File: src/sv/rdft_pkg.sv
// Package for the running DFT accumulator: command and configuration types,
// register indexes, opcodes and the quarter-wave sine table function.
// No dependencies.
`default_nettype none

package rdft_pkg;

    localparam int unsigned FREQ_W = 3;

    localparam logic [1:0] OP_ACC   = 2'd0;
    localparam logic [1:0] OP_READ  = 2'd1;
    localparam logic [1:0] OP_CLEAR = 2'd2;

    localparam logic [2:0] REG_ENABLE      = 3'd0;
    localparam logic [2:0] REG_FREQ_COUNT  = 3'd1;
    localparam logic [2:0] REG_POINT_COUNT = 3'd2;
    localparam logic [2:0] REG_DT_SCALE    = 3'd3;
    localparam logic [2:0] REG_FREQ_STEP_A = 3'd4;
    localparam logic [2:0] REG_FREQ_STEP_B = 3'd5;
    localparam logic [2:0] REG_FREQ_STEP_C = 3'd6;
    localparam logic [2:0] REG_FREQ_STEP_D = 3'd7;

    typedef enum logic [1:0] {
        KIND_ACC,
        KIND_READ,
        KIND_CLEAR
    } kind_t;

    typedef struct packed {
        kind_t              kind;
        logic [15:0]        tstep;
        logic [9:0]         point;
        logic [1:0]         fsel;
        logic signed [23:0] sample;
    } cmd_t;

    typedef struct packed {
        logic             enable;
        logic [2:0]       freq_count;
        logic [10:0]      point_count;
        logic [15:0]      dt_scale;
        logic [3:0][31:0] freq_step;
    } cfg_t;

    typedef enum logic [3:0] {
        ST_INIT,
        ST_IDLE,
        ST_PHASE,
        ST_TRIG,
        ST_MUL,
        ST_ADD,
        ST_RDATA,
        ST_CLEAR
    } state_t;

    // One entry of the quarter-wave table, built from a Taylor series in Q30.
    function automatic logic [14:0] quarter_entry(int unsigned i, int unsigned tb);
        longint unsigned x;
        longint unsigned x2;
        longint unsigned term;
        longint          sum;
        longint          v;
        begin
            x    = (64'd1686629713 * 64'(i)) >> tb;
            x2   = (x * x) >> 30;
            term = x;
            sum  = longint'(x);
            for (int k = 1; k <= 12; k++) begin
                if (term != 0) begin
                    term = ((term * x2) >> 30) / 64'((2 * k) * (2 * k + 1));
                    if ((k % 2) == 1) begin
                        sum = sum - longint'(term);
                    end else begin
                        sum = sum + longint'(term);
                    end
                end
            end
            if (sum < 0) begin
                sum = 0;
            end
            v = (sum * 32767 + (64'sd1 <<< 29)) >>> 30;
            if (v > 32767) begin
                v = 32767;
            end
            quarter_entry = 15'(v);
        end
    endfunction

endpackage

`default_nettype wire

File: src/sv/rdft_front.sv
// Front end of the running DFT accumulator: accepts input transactions,
// drops those with no effect and queues commands. Depends on rdft_pkg.
`default_nettype none

module rdft_front #(
    parameter int MAX_POINTS = 1024
) (
    input  wire logic              aclk,
    input  wire logic              aresetn,
    input  wire logic              s_tvalid,
    output logic                   s_tready,
    input  wire logic [55:0]       s_tdata,
    input  wire logic [1:0]        s_tuser,
    input  wire rdft_pkg::cfg_t    cfg,
    input  wire logic              init_busy,
    output logic                   q_valid,
    output rdft_pkg::cmd_t         q_cmd,
    input  wire logic              q_pop
);

    rdft_pkg::cmd_t q_reg [2];
    logic           wptr_reg, wptr_next;
    logic           rptr_reg, rptr_next;
    logic [1:0]     count_reg, count_next;
    rdft_pkg::cmd_t cmd;
    logic           keep;
    logic           enq;
    logic           point_ok;

    always_comb begin
        cmd.tstep  = s_tdata[15:0];
        cmd.point  = s_tdata[25:16];
        cmd.fsel   = s_tdata[27:26];
        cmd.sample = $signed(s_tdata[51:28]);
        cmd.kind   = rdft_pkg::KIND_ACC;
        point_ok   = {22'b0, cmd.point} < 32'(MAX_POINTS);
        keep       = 1'b0;
        unique case (s_tuser)
            rdft_pkg::OP_ACC: begin
                cmd.kind = rdft_pkg::KIND_ACC;
                keep     = cfg.enable && point_ok && ({1'b0, cmd.point} < cfg.point_count);
            end
            rdft_pkg::OP_READ: begin
                cmd.kind = rdft_pkg::KIND_READ;
                keep     = 1'b1;
            end
            rdft_pkg::OP_CLEAR: begin
                cmd.kind = rdft_pkg::KIND_CLEAR;
                keep     = 1'b1;
            end
            default: keep = 1'b0;
        endcase
    end

    assign s_tready = (count_reg != 2'd2) && !init_busy;
    assign enq      = s_tvalid && s_tready && keep;
    assign q_valid  = count_reg != 2'd0;
    assign q_cmd    = q_reg[rptr_reg];

    always_comb begin
        wptr_next  = wptr_reg ^ enq;
        rptr_next  = rptr_reg ^ q_pop;
        count_next = count_reg + 2'(enq) - 2'(q_pop);
    end

    always_ff @(posedge aclk) begin
        if (!aresetn) begin
            wptr_reg  <= 1'b0;
            rptr_reg  <= 1'b0;
            count_reg <= 2'd0;
        end else begin
            wptr_reg  <= wptr_next;
            rptr_reg  <= rptr_next;
            count_reg <= count_next;
        end
    end

    always_ff @(posedge aclk) begin
        if (enq) begin
            q_reg[wptr_reg] <= cmd;
        end
    end

endmodule

`default_nettype wire

File: config.mk
export PLATFORM = sky130hd
export DESIGN_NAME = rdft_front
export DESIGN_NICKNAME = d
export VERILOG_FILES = /design/src/sv/rdft_pkg.sv /design/src/sv/rdft_front.sv
export SDC_FILE = /design/constraint.sdc
export NUM_CORES = 1
export LEC_CHECK = 0
export ABC_AREA = 1
export BUFFER_PORTS_ARGS = -buffer_cell sky130_fd_sc_hd__buf_2
export CAP_MARGIN = 20
export CORE_MARGIN = 4
export CORE_UTILIZATION = 35
export CTS_CLUSTER_DIAMETER = 30
export CTS_CLUSTER_SIZE = 25
export DETAILED_ROUTE_END_ITERATION = 8
export PLACE_DENSITY = 0.76
export SYNTH_ARGS = -nofsm -noshare
export SYNTH_HDL_FRONTEND = slang
export SYNTH_SLANG_ARGS = --single-unit
File: constraint.sdc
create_clock -name aclk -period 3.5 [get_ports aclk]
set_clock_uncertainty 0.15 [all_clocks]
set_input_delay 0.7 -clock aclk [delete_from_list [all_inputs] [get_ports aclk]]
set_output_delay 0.7 -clock aclk [all_outputs]
set_load 0.02 [all_outputs]
==> flow_summary.toml, run 1 <==
[setup_path]
critPathCaptureType = "primary output"
worstPathMaxFanout = 28
cp.arrival_ps = 1920
critical_path_class = "reg -> out"
r2r_cells = 11
r2r_end = "count_reg[1]"
r2r_start = "count_reg[0]"
cp-start-kind = "flip-flop"
slowest_stage = "dfxtp_4"
path_cells = "buf_12 > mux2_4 > buf_2"
rrSetupSlack_ps = 1600
slowest_delay_ps = 700
required_ps = 2650

[global_routing]
grt_max_degree = 40
overflow = 0
grt_pass1_wl_mm = 13.9
grt_antenna_before_repair = 1
grt_pass1_vias = 2755
track_usage_pct = 11.7

[power_and_ir_drop]
power.density_mw_per_mm2 = 591
leakage_nw = 2.58
total_power_mw = 3.65
ir_worst_vdd_uv = 264

[hold_path]
min_to = "q_reg[1][38]"
min_path_cells = 1
min_from = "s_tdata[2]"
hp-class = "in -> reg"

[sta]
holdWs_ps = 331
worst_pin_slew_ps = 550
finalSetupViolations = 0
maxSlewHeadroom_pct = 63.3
rsz0062_at_grt = "false"
drv_slew = 0
fin_setup_tns_ps = 0
fin_crit_sh_pct = 79.3
fmax_ghz = 0.360
hold_viol = 0
min_period_ps = 2770

[routing]
wl_mm = 8.82
dr.first_iter.drc_count = 155
drc = 0
vias_per_cell = 4.41
detail_route.wl_per_cell_um = 14.9
num_vias = 2602
dr.pass1.iters = 5
drtAntennaViolNets = 0

[floorplan]
die_w_um = 124
core_area_sq_mm = 0.0132
io_pins = 278
rows = 42
die_h_um = 124
start_util_pct = 35.8
dieArea_sq_mm = 0.0155

[cts]
cts_max_level = 4
cts_resized = 0
cts_tree = "yes"
cts.path.max_buffers = 2
ctsRootBufferMaster = "clkbuf_16"
path_clk_slew_ps = 60
cts_sinks = 113
post-cts-setup-buffers = 0
cts_inserted_buffers = 17
postCtsHoldBufs = 0
clock_latency_ps = 410

[synthesis]
synth_cells = 257
syn_area_per_cell_sq_um = 18.4
syn_nets = 496
yosys_warnings = 0
synth_area_sq_mm = 0.00474
ys_ff_latch = 113
ys_seq_area_share_pct = 70.5
synth_cell_types = 16

[run]
cap_violations = 0

[placement]
gp_congestion = 0.737
dp_hpwl_mm = 6.20
io_buffers = 126
place_inst = 558

[layout]
layout.nets = 640
finalCoreUtilization_pct = 46.6
n_antenna_cell = 0
area_growth_syn_to_layout_pct = 30.2
largest_reg_flops = 108
fin_cells = 590
layout-drive-gt1-share_pct = 52.4

[outcome]
status = "finished, final reports clean"
==> report_power, final <==
group | switching (mW) | internal [mW] | total [mW]
sequential | 0.0277 | 1.52 | 1.55
clock | 0.558 | 1.17 | 1.73
combinational | 0.191 | 0.174 | 0.365
==> final cells by class <==
| type | count | area (sq um) |
|---|---|---|
| clock buffer | 23 | 478 |
| clock inverter | 9 | 131 |
| fill | 1173 | 7070 |
| inverter | 27 | 101 |
| multi-input combinational | 111 | 1190 |
| sequential | 113 | 3350 |
| tap | 176 | 220 |
| timing repair buffer | 131 | 706 |
==> Yosys cell counts (all sizes together) <==
master	count	area share, %
dfxtp	5	2.1
mux2	54	17
xnor2	2	0.37
nand2	22	1.7
ha	17	4.5
a21oi	5	0.53
buf	6	2.3
inv	27	2.1
nor2	7	0.55
edfxtp	108	68
nand4	1	0.13
nor3b	1	0.16
nand3	1	0.11
o21ai	1	0.11
==> per-stage QoR <==
stage | instance area (sq um) | setup WS, ps
floorplan | 4740 | 20.3
global placement | 5560 | 688
detailed placement | 5560 | 660
CTS | 6170 | 659
global route | 6170 | 626
finish | 6170 | 725
==> how the worst max path moves through the flow <==
stage | endpoint | slack [ps]
detailed placement | count_reg[1] | 660
floorplan | q_reg[1][0] | 20
CTS | q_cmd[45] | 660
global placement | q_reg[0][10] | 690
finish | q_cmd[16] | 730
global route | q_cmd[45] | 630
==> metal layers <==
metal,vias to the layer above,GRT usage [%],routed length [um]
met5,-,0,12
met4,2,7.54,222
met3,16,4.50,654
met2,115,18.5,4190
met1,1238,13.3,3740
li1,1231,-,-
==> cell families after synthesis <==
group / count (synthesis) / share of synthesized area (%)
compound gates: 6 / 0.633
xor+xnor: 2 / 0.370
fa+ha+maj: 17 / 4.49
buf+inv: 33 / 4.49
flops: 113 / 70.5
mux: 54 / 16.8
simple gates: 32 / 2.69
==> placed cells by master, fill, tap and decap left out <==
master and count:
clkbuf_1 3, ha_2 2, mux2_2 4, a21oi_1 5
buf_2 126, nand2_1 22, buf_12 3, nand3_1 1
clkinv_2 2, edfxtp_1 108, inv_1 27, mux2_4 50
clkinv_4 1, xnor2_1 2, nor3b_1 1, o21ai_0 1
nor2_1 7, nand4_1 1, dfxtp_4 1, clkinvlp_4 3
buf_4 2, dfxtp_1 4, ha_1 15, clkbuf_8 3
clkbuf_16 17, bufinv_16 3
==> worst max-delay path: cells and delay by family, from the launching register on <==
kind / cells / cell delay, ps
flip-flops: 1 / 700
buffers and inverters: 2 / 460
multiplexers: 1 / 320
Note: power is estimated with default switching activity, not from simulation.
==> run 2: changes to the inputs <==
ABC_AREA = 0   (was 1)
PLACE_DENSITY = 0.75   (was 0.76)
clock period = 2.8 ns   (was 3.5 ns; I/O delays follow)
==> run 2 against run 1 <==
Against the previous run:
- via count fell by 3.9%
- non-clock buffer count is 6 higher
- worst hold slack lost 140 ps
- total power up 32%
- cell count decreased by 3.9%
- setup slack worse by 390 ps
- highest routed layer unchanged
==> flow_summary.toml, run 2 <==
[hold_path]
hp-class = "in -> reg"

[floorplan]
die_w_um = 121
rows = 41
die_h_um = 121
core_area_sq_mm = 0.0126
io_pins = 278
dieArea_sq_mm = 0.0147
start_util_pct = 35.6

[layout]
n_antenna_cell = 0
multi_input_area_sq_mm = 0.00101
layout.nets = 621
largest_reg_flops = 108
num-fill-cells = 1079
layout-drive-gt1-share_pct = 55.2
final_cell_mix = "buf_2, edfxtp_1, mux2_2"
design_area_sq_mm = 0.00606
mostFrequentLayoutCell = "buf_2"
area_growth_syn_to_layout_pct = 35.5
seq_area_sq_mm = 0.00334
fin_cells = 567

[sta]
fmax_ghz = 0.406
hold_viol = 0
finalSetupViolations = 0
fin_setup_tns_ps = 0
worst_pin_slew_ps = 370
fin_crit_sh_pct = 88.1
drv_slew = 0
rsz0062_at_grt = "false"
min_period_ps = 2470
maxSlewHeadroom_pct = 75.3

[routing]
wl_mm = 8.82
dr.pass1.iters = 4
drtAntennaViolNets = 0
num_vias = 2500
drc = 0
vias_per_cell = 4.41
dr.first_iter.drc_count = 124
detail_route.wl_per_cell_um = 15.6

[synthesis]
yosys_warnings = 0
syn_nets = 471
ys_ff_latch = 113
ys_seq_area_share_pct = 74.7
synthArstFlopShare_pct = 0
yosys-top-cells-area = "edfxtp_1, mux2_2, ha_1, dfxtp_1, buf_6"
synth.most_common_cell = "edfxtp_1"
synth_top_area_cell = "edfxtp_1"
synthDominantCellAreaShare_pct = 72.5
synth_area_sq_mm = 0.00448
synth_cell_types = 24
synth_cells = 232
synth_edf_count = 108
ys.flop_type = "edfxtp_1"
ys_top_cells_by_count = "edfxtp_1, mux2_2, ha_1"
syn_area_per_cell_sq_um = 19.3

[cts]
cts_tree = "yes"
ctsRootBufferMaster = "clkbuf_16"
post-cts-setup-buffers = 0
cts_resized = 0
cts.path.max_buffers = 2
path_clk_slew_ps = 50
cts_inserted_buffers = 17
cts_max_level = 4
clock_latency_ps = 400
cts_sinks = 113
postCtsHoldBufs = 0

[setup_path]
critical_path_class = "in -> reg"
cp_num_buf_inv = 2
slowest_stage = "ha_1"
cp.arrival_ps = 2610
critPathCaptureType = "flip-flop"
cp_top_family = "adder cells"
path_cells = "buf_2 > ha_1 > a21o_1 > a31oi_1 > o21ai_0 > a21o_1 > ha_1 > inv_1 > ha_1 > xnor2_1 > xnor2_1 > and2_1"
required_ps = 2950
cp-start-kind = "input port"
worstPathMaxFanout = 2
slowest_delay_ps = 300
crit_top_cell = "ha_1"

[global_routing]
grt_antenna_before_repair = 3
overflow = 0
grt_pass1_wl_mm = 13.4
grt_pass1_vias = 2705
track_usage_pct = 12.6
grt_max_degree = 29

[run]
cap_violations = 0

[placement]
io_buffers = 126
gp_congestion = 0.740
place_inst = 535
postPlaceCellArea_sq_mm = 0.00539
dp_hpwl_mm = 6.16

[power_and_ir_drop]
power.density_mw_per_mm2 = 793
ir_worst_vdd_uv = 303
leakage_nw = 2.38

[outcome]
status = "finished, final reports clean"
## run 2: area by class of cell
cell class              count  area share, %
well taps                 172           3.55
clock inverters            13           3.94
clock buffers              19           7.14
multi-input cells          98           16.7
flip-flops and latches    113           55.1
repair buffers            137           12.6
inverters                  15          0.928
## run 2: worst paths after layout
check             slack [ps]           end    startpoint  cells past startpoint
hold / removal           190  q_reg[1][24]   s_tdata[26]                      1
setup reg to reg         680  count_reg[1]  count_reg[0]                     10
hold reg to reg          420     flip-flop      rptr_reg                      2
setup / recovery         330  count_reg[1]   s_tdata[18]                     12
## run 2: cells by family (layout without fill, tap and decap cells)
family          after synthesis  in the layout  synth area share (%)
flops                       113            113                  74.7
xor+xnor                      3              3                 0.587
fa+ha+maj                    17             17                  4.75
compound gates               10             10                  1.62
buf+inv                      21            184                  2.77
simple gates                 14             14                  1.99
mux                          54             54                  13.6
## run 2: metrics by stage
step           utilization (%)  hold slack, ps  total power, mW  setup slack, ps
2_1_floorplan                -             405             2.24            -63.1
5_1_grt                   48.3             165             5.00              250
6_report                  48.3             195             4.81              334
4_1_cts                   48.3             168             4.88              317
3_3_place_gp              42.9             413             2.40            -27.8
3_5_place_dp              42.9             426             2.41             -119
## run 2: power breakdown
part	switching (mW)	internal [mW]	total, mW
Clock	0.693	1.74	2.44
Sequential	0.0144	1.91	1.93
Combinational	0.252	0.197	0.450
Total	0.960	3.85	4.81
## run 2: metal layers
layer	GRT usage, %	wire length, um
met1	14.9	3670
met2	18.9	4020
met3	7.41	975
met4	4.89	121
met5	0	35
